**config.mk**
```make
export PLATFORM = sky130hd
export DESIGN_NAME = vppi_div
export DESIGN_NICKNAME = d
export VERILOG_FILES = /design/src/hdl/vppi_pkg.sv /design/src/hdl/vppi_div.sv
export SDC_FILE = /design/constraint.sdc
export NUM_CORES = 1
export LEC_CHECK = 0
export ABC_AREA = 0
export BUFFER_PORTS_ARGS = -buffer_cell sky130_fd_sc_hd__buf_2
export CAP_MARGIN = 25
export CORE_ASPECT_RATIO = 0.9
export CORE_MARGIN = 1.5
export CORE_UTILIZATION = 47
export CTS_CLUSTER_DIAMETER = 80
export CTS_CLUSTER_SIZE = 14
export DETAILED_ROUTE_END_ITERATION = 16
export MAX_ROUTING_LAYER = met4
export PLACE_DENSITY = 0.76
export RECOVER_POWER = 50
export SLEW_MARGIN = 20
export SYNTH_ARGS = -nofsm -noshare
export SYNTH_HDL_FRONTEND = slang
export SYNTH_SLANG_ARGS = --single-unit
```
**constraint.sdc**
```tcl
create_clock -name clk -period 2.4 [get_ports clk]
set_clock_uncertainty 0.15 [all_clocks]
set_input_delay 0.24 -clock clk [delete_from_list [all_inputs] [get_ports clk]]
set_output_delay 0.24 -clock clk [all_outputs]
set_load 0.005 [all_outputs]
```
**src/hdl/vppi_pkg.sv**
```systemverilog
// Package for the voxel point palette indexer: widths, defaults, FSM states and chain link type.
`timescale 1ns / 1ps

package vppi_pkg;

  // Field widths
  localparam int POS_W   = 16;
  localparam int CHAN_W  = 8;
  localparam int COLOR_W = 24;
  localparam int IDX_W   = 8;
  localparam int CHUNK_W = 11;
  localparam int VOX_W   = 15;

  // Divider widths: biased offset and remainder (chunk size is at most 256)
  localparam int DIV_W = 18;
  localparam int REM_W = 8;

  // Divider steps: reciprocal product first, then the remainder
  localparam int DIV_STEPS = 2;

  // Defaults for top-level parameters
  localparam int CHUNK_SIZE_DEF    = 32;
  localparam int PALETTE_SLOTS_DEF = 255;

  // Action codes
  localparam logic ACT_MEASURE = 1'b0;
  localparam logic ACT_PLACE   = 1'b1;

  // Status codes
  localparam logic STAT_OK   = 1'b0;
  localparam logic STAT_FULL = 1'b1;

  // Controller states
  typedef enum logic [1:0] {
    ST_IDLE,
    ST_RUN,
    ST_SCALE,
    ST_DONE
  } state_t;

  // Search result handed from one palette cell to the next
  typedef struct packed {
    logic             hit;
    logic [IDX_W-1:0] idx;
  } link_t;

endpackage

```
**src/hdl/vppi_div.sv**
```systemverilog
// Divider by the chunk size: reciprocal product for the quotient, then the remainder.
`timescale 1ns / 1ps

module vppi_div #(
  parameter int CHUNK_SIZE = vppi_pkg::CHUNK_SIZE_DEF
) (
  input  logic                         clk,
  input  logic                         load,
  input  logic                         step,
  input  logic [vppi_pkg::DIV_W-1:0]   dividend,
  output logic [vppi_pkg::DIV_W-1:0]   quotient,
  output logic [vppi_pkg::REM_W-1:0]   remainder
);

  localparam int DIV_W = vppi_pkg::DIV_W;
  localparam int REM_W = vppi_pkg::REM_W;
  // Scale of the reciprocal: exact floor quotient for any dividend below 2^DIV_W
  // and any divisor from 2 up to 2^REM_W
  localparam int SHIFT = DIV_W + REM_W;
  localparam logic [SHIFT-1:0] RECIP = SHIFT'(((1 << SHIFT) + CHUNK_SIZE - 1) / CHUNK_SIZE);
  localparam logic [REM_W-1:0] DIVISOR_LO = REM_W'(CHUNK_SIZE % (1 << REM_W));

  logic [DIV_W-1:0] dvd_r;
  logic [DIV_W-1:0] quo_r;
  logic [DIV_W-1:0] quo_nxt;
  logic [REM_W-1:0] rem_r;
  logic [REM_W-1:0] rem_nxt;

  // Multiply by the reciprocal and keep the integer part; the remainder is below
  // the divisor, so the low bits of dividend minus quotient times divisor suffice
  always_comb begin
    quo_nxt = DIV_W'(({{SHIFT{1'b0}}, dvd_r} * {{DIV_W{1'b0}}, RECIP}) >> SHIFT);
    rem_nxt = dvd_r[REM_W-1:0] - (quo_r[REM_W-1:0] * DIVISOR_LO);
  end

  // Load the dividend, then settle the quotient and the remainder over two steps
  always_ff @(posedge clk) begin
    if (load) begin
      dvd_r <= dividend;
    end else if (step) begin
      quo_r <= quo_nxt;
      rem_r <= rem_nxt;
    end
  end

  assign quotient  = quo_r;
  assign remainder = rem_r;

endmodule

```
# == After elaboration in Yosys (flattened, before gate mapping) ==
# Index checks and enable logic that the tools add are counted.
# op_classes
n_addsub,1
n_bitwise,1
n_reduce_logical,1
# op_table
operator,count
$sub A8 B8 Y8,1
$reduce_and A2 Y1,1
$not A1 Y1,1
# totals
register_bits,39
in_bits,21
out_inout_bits,26
wordCells,6

# == Logic depth before layout (Yosys ltp) ==
# depth
depth_word,2
mapped_depth,4
depth_no_buf,4

# == Worst setup path after synthesis ==
# OpenSTA, ideal clock, no wires.
# synth_timing
path_kind,input to register
startpoint,input step
endpoint,register quo_r[0] (netlist: quotient[0]) (enable)
setup_ps,401
arrival_ps,1218
required_time_ps,1849
path_slack_ps,631
cell_stages,1
n_path_buf,0
path_cell_list,nor2b_1
# synth_via
elab_chain_len,1
# synth_lines
item,line,text
start: declaration,vppi_div.sv:9,"input logic step,"
$reduce_and A2 Y1 (no source line),--,
end signal: assignment,vppi_div.sv:41,quo_r <= quo_nxt;
end: declaration,vppi_div.sv:24,logic [DIV_W-1:0] quo_r;
# Every way passes these cells.
# A chain may end at the register's enable or synchronous reset.

# == Worst setup path after layout ==
# layout_timing
startpoint,register quo_r[0] (netlist: quotient[0])
endpoint,"register rem_r[7] (netlist: remainder[7]), data pin"
# layout_via
elab_chain_len,1
# layout_lines
item,line,text
$sub A8 B8 Y8,vppi_div.sv:33,rem_nxt = dvd_r[REM_W-1:0] - (quo_r[REM_W-1:0] * DIVISOR_LO);
named net rem_nxt[7],vppi_div.sv:27,logic [REM_W-1:0] rem_nxt;
end signal: assignment,vppi_div.sv:42,rem_r <= rem_nxt;
end: declaration,vppi_div.sv:26,logic [REM_W-1:0] rem_r;
# The timed path passes the listed nets, and every way through them passes these cells.

==> results.md <==
* Initial antenna violation count at 0
* Netlist cell types at 8
* First-pass GRT wire length at 2539 um
* WL final at roughly 1700 um
* Path type of the worst min-delay path: input port to register
* GRT Total Usage at 12.75%
* Vias per Instance at between 4 and 5
* Post-DP HPWL at approximately 1100 um
* Die Width at 58.23 um
* Synthesized area at around 1300 um2
* Seq cells post-synth at 39
* Cell count after placement at between 100 and 150
* Status: finished with violations
* Endpoint with the worst hold slack: quotient[2]
* Hold Startpoint: step
* Syn Inst Count at between 50 and 60
* # fillers at 163
* Startpoint Class: register
* Share of layout cells above drive strength 1 at roughly two fifths
* Crit end category: register
* Initial DRT Pass Iterations at 12
* Initial drt markers at 10
* Area leader, netlist: edfxtp_1
* Design area at approximately 1800 um2
* Reg2Reg Setup Slack at ~0.80 ns
* Crit path launch: quotient[0]
* Die Y-Extent at around 53 um
* Pwr dens at slightly above 700 nW/um2
* # hold bufs at CTS at 18
* Clk_lat worst skew at between 0.3 and 0.4 ns
* CORE AREA at 2531 um2
* TritonCTS clock tree: done
* Max VDD drop at slightly below 500 uV
* Die area at 3068 um2
* NumNets Final at 142
* Gp weighted congestion at ~0.72
* Final setup fails at 0
* Post-route insts no fill at about 150
* R2r endpoint: remainder[7]
* Synth Warn # at 0
* Worst EP required at between 2 and 2.5 ns
* Number of max-cap violations at 0
* Yosys top cell area share at between 90% and 100%
* CTS Buf Count at 5
* Leading cell type in the layout, fill and taps excluded: buf_2
* Final Core Density at between 70% and 80%
* Largest net degree at the start of global routing at 20
* DRC viols at 4
* Root buf cell: clkbuf_4
* Area contributors post-synth: edfxtp_1 91%, buf_4 2.9%, xor3_1 1.8%
* Vias in the first global route at between 600 and 700
* Total leakage power at 0.7299 nW
* Worst Tran Pin Value at between 0.9 and 1 ns
* Setup_tns at 0 ns
* Achievable frequency at 0.6255 GHz
* CTS Buffer Depth at 2
* # clock sinks at 39
* Area growth syn-to-layout at 38.41%
* Routed vias at 650
* Row count at 17
* Syn Area/Cell at between 20 and 25 um2
* Failing checks: design-rule violations
* Wirelength per Cell at roughly 11 um
* Worst slew margin at 34.43%
* Period Utilization, post-route at 66.61%
* CTS H-tree depth at 2
* Top Ports at 47
* GRT overflow at 0
* Post-DRT Antenna Nets at 0
* Worst reg2reg path depth at 3
* WHS Path Cells at 2
* RSZ-0062 raised after global routing: false
* Sequential cell area fraction in the yosys report at 90.79%
* Clock slew at the register clock pins of the worst setup and hold paths at about 0.11 ns
* CTS resizes at 0
* Placed instance area at 1530 um2
* Max-slew violation total from the final report at 0
* Initial core utilization at between 50% and 60%
* CP max FO at 2
* Critical path class: register to register
* Most frequent cells in the layout: 40 x buf_2, 39 x edfxtp_1, 18 x dlygate4sd3_1
* Critical R2R Launch: quotient[0]
* Final hold violation count at 0
* Number of diodes at 0
* Post-CTS Setup Repair Bufs at 0
* Port Buffers at 41
* CP arrival at 1.53 ns
* Minimum clock period after layout at about 1.6 ns
[cell usage after synthesis]
| cell type | count |
|---|---|
| inv_1 | 4 |
| xor3_1 | 1 |
| buf_4 | 5 |
| nor2b_1 | 1 |
| fa_1 | 1 |
| edfxtp_1 | 39 |
| conb_1 | 1 |
| ha_1 | 1 |
[how the worst max path moves through the flow]
stage / depth (start not counted) / endpoint / slack, ns
6_report: 3 / remainder[7] / 0.80
5_1_grt: 3 / remainder[7] / 0.76
4_1_cts: 3 / remainder[7] / 0.79
3_5_place_dp: 3 / remainder[7] / 0.79
3_3_place_gp: 3 / remainder[7] / 0.86
2_1_floorplan: 1 / quotient[0] / 0.63
[critical path, stage by stage (launching register included)]
cell and delay (ns):
edfxtp_1 0.41, ha_1 0.22, fa_1 0.37, xor3_1 0.20
[routing by layer]
layer	vias to the layer above	global-route usage [%]	share of wire, %	wire length, um
met5	-	-	0	0
met4	0	6.977	0.83	14
met3	3	5.432	7.7	130
met2	37	20.64	49	839
met1	290	13.24	42	711
li1	320	-	-	-
[report_power, final]
group | switching, mW | total [mW] | internal (mW)
Clock | 0.187 | 0.401 | 0.214
Combinational | 0.0336 | 0.0836 | 0.0500
Sequential | 0.0104 | 0.809 | 0.798
Total | 0.231 | 1.29 | 1.06
[through the flow]
stage                     hold slack (ns)  power, mW  worst slack, ns
after floorplan                    0.1889     0.8485           0.6309
after global placement             0.2512     0.8825           0.8634
after detailed placement           0.2545     0.8865           0.7893
after CTS                          0.2037      1.312           0.7852
after global routing               0.2139      1.354           0.7556
final                              0.2426      1.293           0.8013
[sequential cells by signal, summed over array words and instances (netlist names)]
| name | cells |
|---|---|
| dvd_r | 18 |
| quotient | 13 |
| remainder | 8 |
[kinds of logic (layout without fill, tap and decap cells)]
group,count (synthesis),count (layout),synth area share [%]
XOR/XNOR,1,1,1.843
adder cells (fa/ha/maj),2,2,2.522
buffers and inverters,9,72,4.074
flip-flops,39,39,90.79
other,1,5,0.2907
AND/OR/NAND/NOR,1,1,0.4853
[cell type report]
class,count,area (um2),share of cell area (%)
sequential,39,1171,65.59
timing repair buffer,60,404.1,22.63
multi-input combinational,9,83.83,4.695
clock inverter,3,38.79,2.172
clock buffer,5,37.54,2.102
tap,28,35.03,1.962
inverter,4,15.01,0.8409
(Power assumes the default switching activity.)
