`config.mk`:
```
export PLATFORM = sky130hd
export DESIGN_NAME = vppi_cell
export DESIGN_NICKNAME = d
export VERILOG_FILES = /design/src/hdl/vppi_pkg.sv /design/src/hdl/vppi_cell.sv
export SDC_FILE = /design/constraint.sdc
export NUM_CORES = 1
export LEC_CHECK = 0
export BUFFER_PORTS_ARGS = -buffer_cell sky130_fd_sc_hd__buf_2
export CELL_PAD_IN_SITES_DETAIL_PLACEMENT = 1
export CELL_PAD_IN_SITES_GLOBAL_PLACEMENT = 1
export CORE_UTILIZATION = 39
export CTS_CLUSTER_SIZE = 28
export DETAILED_ROUTE_END_ITERATION = 16
export PLACE_DENSITY_LB_ADDON = 0.1
export SETUP_SLACK_MARGIN = 0.2
export SKIP_CTS_REPAIR_TIMING = 1
export SLEW_MARGIN = 0
export SYNTH_ARGS = -nofsm -noshare
export SYNTH_HDL_FRONTEND = slang
export SYNTH_SLANG_ARGS = --single-unit
export TNS_END_PERCENT = 10
```
`constraint.sdc`:
```
create_clock -name clk -period 2.6 [get_ports clk]
set_input_delay 0 -clock clk [delete_from_list [all_inputs] [get_ports clk]]
set_output_delay 0 -clock clk [all_outputs]
set_load 0.03 [all_outputs]
```
`src/hdl/vppi_pkg.sv`:
```
// Package for the voxel point palette indexer: widths, defaults, FSM states and chain link type.
`timescale 1ns / 1ps

package vppi_pkg;

  // Field widths
  localparam int POS_W   = 16;
  localparam int CHAN_W  = 8;
  localparam int COLOR_W = 24;
  localparam int IDX_W   = 8;
  localparam int CHUNK_W = 11;
  localparam int VOX_W   = 15;

  // Divider widths: biased offset and remainder (chunk size is at most 256)
  localparam int DIV_W = 18;
  localparam int REM_W = 8;

  // Divider steps: reciprocal product first, then the remainder
  localparam int DIV_STEPS = 2;

  // Defaults for top-level parameters
  localparam int CHUNK_SIZE_DEF    = 32;
  localparam int PALETTE_SLOTS_DEF = 255;

  // Action codes
  localparam logic ACT_MEASURE = 1'b0;
  localparam logic ACT_PLACE   = 1'b1;

  // Status codes
  localparam logic STAT_OK   = 1'b0;
  localparam logic STAT_FULL = 1'b1;

  // Controller states
  typedef enum logic [1:0] {
    ST_IDLE,
    ST_RUN,
    ST_SCALE,
    ST_DONE
  } state_t;

  // Search result handed from one palette cell to the next
  typedef struct packed {
    logic             hit;
    logic [IDX_W-1:0] idx;
  } link_t;

endpackage

```
`src/hdl/vppi_cell.sv`:
```
// One palette cell: holds a slot color, compares it to the probe, passes the search result on.
`timescale 1ns / 1ps

module vppi_cell #(
  parameter int SLOT = 1
) (
  input  logic                          clk,
  input  logic                          rst_n,
  input  logic [vppi_pkg::COLOR_W-1:0]  probe,
  input  logic [vppi_pkg::IDX_W-1:0]    used,
  input  logic                          wr_en,
  input  vppi_pkg::link_t               link_in,
  output vppi_pkg::link_t               link_out
);

  logic [vppi_pkg::COLOR_W-1:0] color_r;
  vppi_pkg::link_t              link_r;
  vppi_pkg::link_t              link_nxt;
  logic                         match;

  // Only slots already in use take part in the search
  assign match = (vppi_pkg::IDX_W'(SLOT) < used) && (color_r == probe);

  // Keep the earliest hit, else claim this slot on a match
  always_comb begin
    link_nxt.hit = link_in.hit | match;
    link_nxt.idx = link_in.hit ? link_in.idx : vppi_pkg::IDX_W'(SLOT);
  end

  always_ff @(posedge clk) begin
    if (!rst_n) begin
      link_r <= '0;
    end else begin
      link_r <= link_nxt;
    end
  end

  // Store the probe color when this slot is appended
  always_ff @(posedge clk) begin
    if (wr_en) begin
      color_r <= probe;
    end
  end

  assign link_out = link_r;

endmodule

```
---- After elaboration in Yosys (flattened, before gate mapping) ----
Cells that the tools add are included.
cells by class
  mux-type cells .......................... 1
  magnitude comparators ................... 1
  equality and inequality tests ........... 1
  reductions and logical operators ........ 2
  bitwise logic cells ..................... 1
operators by type and width
  cell                  count
  $eq A24 B24 Y1        1
  $lt A1 B8 Y1 const A  1
  $reduce_and A2 Y1     1
  $logic_and A1 B1 Y1   1
  $mux W1               1
  $or A1 B1 Y1          1
word-level totals
  bits in registers ....................... 33
  output and inout port bits .............. 9
  logic and storage cells ................. 10
  input bits .............................. 44

---- Depth between registers and ports, before layout ----
Gate-level depths: netlist of run 1.
  depth after elaboration ................. 3
  gate-level depth with buffers ........... 4

---- Worst setup path after synthesis of run 1 ----
OpenSTA, ideal clock, no wires.
  path type ............................... register to register
  from .................................... register color_r[15] (netlist name)
  to ...................................... register link_r (netlist bit link_out[8])
  period minus slack after synthesis ...... 1.114 ns
  path slack .............................. 1.486 ns
  arrival ................................. 1.055 ns
  library setup time ...................... 0.060 ns
  cell stages (with the launch flop) ...... 5
  path buffers ............................ 0
  required time ........................... 2.540 ns
  cells stage by stage .................... edfxtp_1 xnor2_1 nand4_1 a2111oi_1 a22o_1
on the way
  cells in the longest elaborated chain, start to end .. 3
ends and longest elaborated chain
  element                 line             source
  from (decl)             vppi_cell.sv:16  logic [vppi_pkg::COLOR_W-1:0] color_r;
  from (signal assigned)  vppi_cell.sv:41  color_r <= probe;
  $eq A24 B24 Y1          vppi_cell.sv:22  assign match = (vppi_pkg::IDX_W'(SLOT) < used) && (color_r == probe);
  $logic_and A1 B1 Y1     vppi_cell.sv:22
  $or A1 B1 Y1            vppi_cell.sv:26  link_nxt.hit = link_in.hit | match;
  to (signal assigned)    vppi_cell.sv:34  link_r <= link_nxt;
  to (decl)               vppi_cell.sv:17  vppi_pkg::link_t link_r;
No other way between the ends.
A chain may end at the register's enable or synchronous reset.

---- Worst setup path after layout of run 1 ----
  from .................................... register color_r[1] (netlist name)
  to ...................................... register link_r (netlist bit link_out[8])
The elaborated chain is that of the path after synthesis.

==> impl_metrics.tcl, run 1 <==
set metrics [dict create \
    worstPathRequired_ns 2.88 \
    htreeDepth 2 \
    post-route-min-period_ns 1.27 \
    io_buffers 51 \
    grt_pass1_vias 856 \
    cts.path.max_buffers 2 \
    cts_buffers 5 \
    syn-instance-count 78 \
    drive_above_1_share_pct 32.2 \
    syn_area_mm2 0.00125 \
    synth_fp_nets 122 \
    clkLatencyLatePin_ns 0.33 \
    n_antenna_cell 0 \
    ir_drop_uv 324 \
    status "completed" \
    fin_total_pwr_w 0.00106 \
    dp_slack_ns 1.35 \
    nNetsFinal 220 \
    power-per-cell-area_mw_per_mm2 527 \
    timing.final.crit_share_pct 48.8 \
    grt_max_degree 25 \
    clkSinkCount 33 \
    finalHoldWorstSlack_ns 0.00885 \
    ys_warn_count 0 \
    grt_pass1_wl_um 3710 \
    die_width_um 58.6 \
    hpwl_um 1740 \
    worst_slew_pin_slew_ns 0.540 \
    via_count 991 \
    hold_path_end "link_out[8]" \
    setup_tns_ns 0 \
    finalClockSkew_ns 0.00653 \
    cap_violations 0 \
    grtUsageTotal_pct 15.9 \
    core_region_area_mm2 0.00305 \
    rsz0062_at_grt "false" \
    setup_violations 0 \
    rr_worst_depth 4 \
    initial_core_util_pct 40.9 \
    reg2reg_setup_slack_ns 1.33 \
    slew_viol_final 0 \
    critical_path_class "register to register" \
    first_iter_violations 8 \
    num_rows 20 \
    hold_viol_final 0 \
    fin_ws_ns 1.33 \
    overflow 0 \
    path_clk_slew_ns 0.10 \
    r2r-end "link_out[8]" \
    hold_class "input port to register" \
    finalWirelength_um 3140 \
    ios 53 \
    min_from "rst_n" \
    end_kind "register" \
    fp.dieArea_mm2 0.00344 \
    die_y_um 58.6 \
    antenna_left 0 \
    area_delta_synth_final_pct 60.8 \
    start_kind "register" \
    antenna_found_initial 0 \
    dr.pass1.iters 4 \
    post-route-drc-count 0 \
    r2r_start "color_r[1]" \
    syn_avg_cell_area_um2 16.0 \
    max_freq_mhz 789 \
    cts_tree "yes" \
    cellLeakagePower_nw 0.839 \
    synth-seq-area-share_pct 72.1 \
    min_path_cells 2 \
    wl_per_cell_um 14.2 \
    root_buffer "clkbuf_4" \
    synth_cell_types 14 \
    routed_via_density 4.48 \
    synth-seq-cells 33 \
    fillCellCount 342 \
    crit_fanout 1 \
    gp_congestion 0.731 \
    max_slew_margin_pct 64.0 \
    cp_data_arrival_time_ns 1.55 \
]
[final cells by class]
type / instances / area (µm²) / area share (%)
inverter: 1 / 3.75 / 0.187
multi-input combinational: 44 / 345 / 17.2
sequential: 33 / 901 / 44.8
timing repair buffer: 91 / 656 / 32.6
clock buffer: 8 / 48.8 / 2.43
tap: 44 / 55.1 / 2.74
[state kept, by name (all words and copies together), names as in the netlist]
| register | count |
|---|---|
| link_out | 9 |
| color_r | 24 |
[where the power goes]
group / switching (W) / leakage [nW] / internal, W / total (W)
clock network: 0.000160 / 0.0265 / 0.000108 / 0.000268
registers: 0.0000156 / 0.309 / 0.000604 / 0.000620
logic: 0.0000706 / 0.504 / 0.000102 / 0.000172
total: 0.000247 / 0.839 / 0.000813 / 0.00106
[cell usage after synthesis]
| cell type | n | area share (%) |
|---|---|---|
| edfxtp_1 | 24 | 58 |
| xnor2_1 | 23 | 16 |
| dfxtp_1 | 9 | 14 |
| and3_1 | 7 | 3.5 |
| nand4_1 | 5 | 2.5 |
| nor4_1 | 2 | 1.0 |
| a2111oi_1 | 1 | 0.80 |
| a21boi_0 | 1 | 0.60 |
| a22o_1 | 1 | 0.70 |
| inv_1 | 1 | 0.30 |
| nand2_1 | 1 | 0.30 |
| nand3_1 | 1 | 0.40 |
| nor3_1 | 1 | 0.40 |
| xnor2_2 | 1 | 1.3 |
[critical path: stages, from the launching register on]
cell      delay (ns)
edfxtp_1        0.39
xnor2_1         0.17
nand4_1         0.13
nor4_1          0.36
a22o_1          0.17
[layout by cell type (no fill, tap or decap), drive strengths merged]
master       instances
nand2                1
a21boi               1
dfxtp                9
dlygate4sd3         40
and3                 7
nand4                5
a22o                 1
nor3                 1
nand3                1
clkbuf               8
a2111oi              1
xnor2               24
buf                 51
inv                  1
nor4                 2
edfxtp              24
[worst max-delay path by stage]
stage | startpoint | endpoint | slack, ns | cells after the start
final | color_r[1] | link_out[8] | 1.33 | 4
after CTS | color_r[1] | link_out[8] | 1.33 | 4
after floorplan | color_r[15] | link_out[8] | 1.49 | 4
after global placement | color_r[0] | link_out[8] | 1.36 | 4
after global routing | color_r[23] | link_out[8] | 1.23 | 4
after detailed placement | color_r[1] | link_out[8] | 1.35 | 4
[metrics by stage]
stage                     area (µm²)  cells  utilization [%]
after floorplan                 1250     78                -
after detailed placement        1560    173             51.1
after global routing            2010    221             65.8
after CTS                       1610    181             52.7
after global placement          1560    173             51.1
final                           2010    221             65.8
[metal layers]
metal	wire, µm	track usage [%]	up-vias
met5	0	0	-
met4	54	9.18	0
met3	172	7.69	6
met2	1700	26.3	36
met1	1210	16.4	463
li1	-	-	486
[cells by family after synthesis]
| logic type | count (synthesis) | synth area share (%) |
|---|---|---|
| buffers and inverters | 1 | 0.300 |
| flip-flops | 33 | 72.1 |
| AO/OA/AOI/OAI | 3 | 2.10 |
| AND/OR/NAND/NOR | 17 | 8.11 |
| XOR/XNOR | 24 | 17.4 |
(Power assumes the default switching activity.)
==> inputs of run 2 (changes only) <==
Settings changed: ABC_AREA from default to 1, CORE_UTILIZATION 39 to 35.
Clock period 2.6 ns to 1.31 ns, I/O delays scaled along.
==> run 2 against run 1 <==
Compared with the run above: utilization decreased by 9.7 points; clock power increased to 3.5 times the previous value; sequential share of layout area decreased by 6.1 points; synthesized cell count increased to 2.6 times the previous value; critical path type is now input port to register; largest cell class unchanged.
==> impl_metrics.tcl, run 2 <==
set metrics [dict create \
    status "completed" \
    finalWirelength_um 3830 \
    die_width_um 68.6 \
    synth-seq-area-share_pct 58.0 \
    worstPathRequired_ns 1.54 \
    post-route-min-period_ns 1.06 \
    die_y_um 68.6 \
    ys.flop_type "edfxtp_1" \
    post-route-drc-count 0 \
    max_slew_margin_pct 77.6 \
    routed_via_density 4.20 \
    grt_max_degree 25 \
    fp.dieArea_mm2 0.00471 \
    grt_pass1_vias 1193 \
    final_cell_mix "nand2_1 (79), inv_1 (61), buf_2 (51)" \
    wl_per_cell_um 11.1 \
    initial_core_util_pct 37.5 \
    synth_top_family_by_area "simple AND/OR/NAND/NOR gates" \
    cap_violations 0 \
    gp_congestion 0.672 \
    antenna_found_initial 0 \
    synth_xor_area_share_pct 0.564 \
    top_register "color_r" \
    wl_met3_um 143 \
    hold_class "input port to register" \
    worst_slew_pin_slew_ns 0.336 \
    root_buffer "clkbuf_8" \
    ios 53 \
    timing.final.crit_share_pct 80.7 \
    synth-seq-cells 33 \
    htreeDepth 2 \
    setup_tns_ns 0 \
    hold_viol_final 0 \
    cp_slowest_cell "dlygate4sd3_1" \
    path_clk_slew_ns 0.07 \
    synth_edf_count 24 \
    finalClockSkew_ns 0.00805 \
    fillCellCount 540 \
    crit_chain "dlygate4sd3_1, buf_2, inv_1, nand2_1, nand2_1, nor2_1, nand2_1, nor2_1, nand2_1, o21bai_2" \
    critical_path_class "input port to register" \
    clkSinkCount 33 \
    via_count 1452 \
    highest-signal-layer "met4" \
    final_util_pct 56.1 \
    cpLargestDelayFamily "buffers and inverters" \
    syn-instance-count 202 \
    layout_commonest_cell "nand2_1" \
    cp_data_arrival_time_ns 1.28 \
    p_sw_w 0.000603 \
    drive_above_1_share_pct 20.3 \
    end_kind "register" \
    clkLatencyLatePin_ns 0.29 \
    combPwrFrac_pct 14.8 \
    synth_fp_nets 246 \
    synthTopCellsByCount "nand2_1 (79), inv_1 (61), edfxtp_1 (24)" \
    finalHoldWorstSlack_ns 0.244 \
    cts_tree "yes" \
    num_rows 23 \
    seq_power_share_pct 48.3 \
    synthTopCellsByArea "edfxtp_1 (46%), nand2_1 (19%), inv_1 (15%)" \
    synthMuxAreaShare_pct 0 \
    antenna_left 0 \
    setup_violations 0 \
    cts_buffers 5 \
    io_buffers 51 \
    syn_area_mm2 0.00155 \
    cts.path.max_buffers 2 \
    first_iter_violations 32 \
    start_kind "input port" \
    synth_cell_types 11 \
    crit_buf_inv 3 \
    hpwl_um 2460 \
    p_sw_share_pct 23.6 \
    ir_drop_uv 950 \
    overflow 0 \
    area_delta_synth_final_pct 49.7 \
    grtUsageTotal_pct 14.6 \
    p_int_w 0.00195 \
    syn_avg_cell_area_um2 7.69 \
    critPathMostFrequentCell "nand2_1" \
    yosys.area.top_type "edfxtp_1" \
    m1WireLength_um 1560 \
    largest_reg_flops 24 \
    fin_ws_ns 0.253 \
    slew_viol_final 0 \
    dr.pass1.iters 4 \
    synthSimpleGateAreaFrac_pct 25.4 \
    synth-compound-area-share_pct 1.37 \
    async_reset_ff_share_pct 0 \
    grt_pass1_wl_um 4820 \
    ys_warn_count 0 \
    core_region_area_mm2 0.00414 \
    n_antenna_cell 0 \
    synth-adder-area-share_pct 0 \
    crit_fanout 3 \
    netlist.area_leader.share_pct 46.4 \
    nNetsFinal 339 \
    power-per-cell-area_mw_per_mm2 1100 \
    clkPwrFrac_pct 36.9 \
    dp_slack_ns 0.257 \
    rsz0062_at_grt "true" \
    slowest_delay_ns 0.54 \
    routed-wl-met2_um 2070 \
    max_freq_mhz 946 \
    cellLeakagePower_nw 1.31 \
    synth.most_common_cell "nand2_1" \
]
run 2: cell count changes after synthesis, moves of 5 or more:
cell	change
and3_1	-7
inv_1	+60
nand2_1	+78
nand4_1	-5
nor2_1	+23
xnor2_1	-23
run 2: final timing paths:
check | startpoint | endpoint | slack, ns | depth (start not counted)
worst max-delay path | probe[4] | link_out[8] | 0.25 | 10
worst min-delay path | probe[13] | link_out[8] | 0.24 | 8
worst max register to register | color_r[6] | link_out[8] | 0.25 | 7
worst min register to register | color_r[7] | link_out[8] | 0.75 | 7
run 2: cell families after synthesis:
family | Yosys count
xor+xnor | 1
flops | 33
simple gates | 104
compound gates | 3
buf+inv | 61
run 2: power groups by stage:
stage	Combinational [W]	Sequential, W	Clock [W]
6_report	0.000378	0.00123	0.000942
3_3_place_gp	0.000288	0.00125	0
2_1_floorplan	0.000137	0.00127	0
4_1_cts	0.000301	0.00123	0.000973
3_5_place_dp	0.000300	0.00125	0
5_1_grt	0.000434	0.00124	0.00100
run 2: final cells by class:
type                            count  area, µm²  share of cell area [%]
Clock buffer                        6       72.6                    3.12
Multi-Input combinational cell    108        424                    18.2
Timing Repair Buffer               86        603                    25.9
Tap cell                           50       62.6                    2.69
Inverter                           61        229                    9.84
Clock inverter                      2       33.8                    1.45
Sequential cell                    33        901                    38.7
run 2: metal layers:
metal	global-route usage (%)	up-vias
li1	-	759
met1	15.0	663
met2	25.6	24
met3	5.43	6
met4	7.81	0
met5	0	-
run 2: worst register-to-register path: cells and delay by family, from the launching register on:
kind / cells / cell delay [ns]
flip-flops: 1 / 0.39
AO/OA/AOI/OAI: 1 / 0.11
AND/OR/NAND/NOR: 6 / 0.49
run 2: stage by stage:
stage | total power [W] | instance area (µm²) | instances
2_1_floorplan | 0.00141 | 1550 | 202
3_5_place_dp | 0.00155 | 1880 | 304
4_1_cts | 0.00251 | 1990 | 312
5_1_grt | 0.00268 | 2330 | 346
6_report | 0.00255 | 2330 | 346
3_3_place_gp | 0.00154 | 1880 | 304
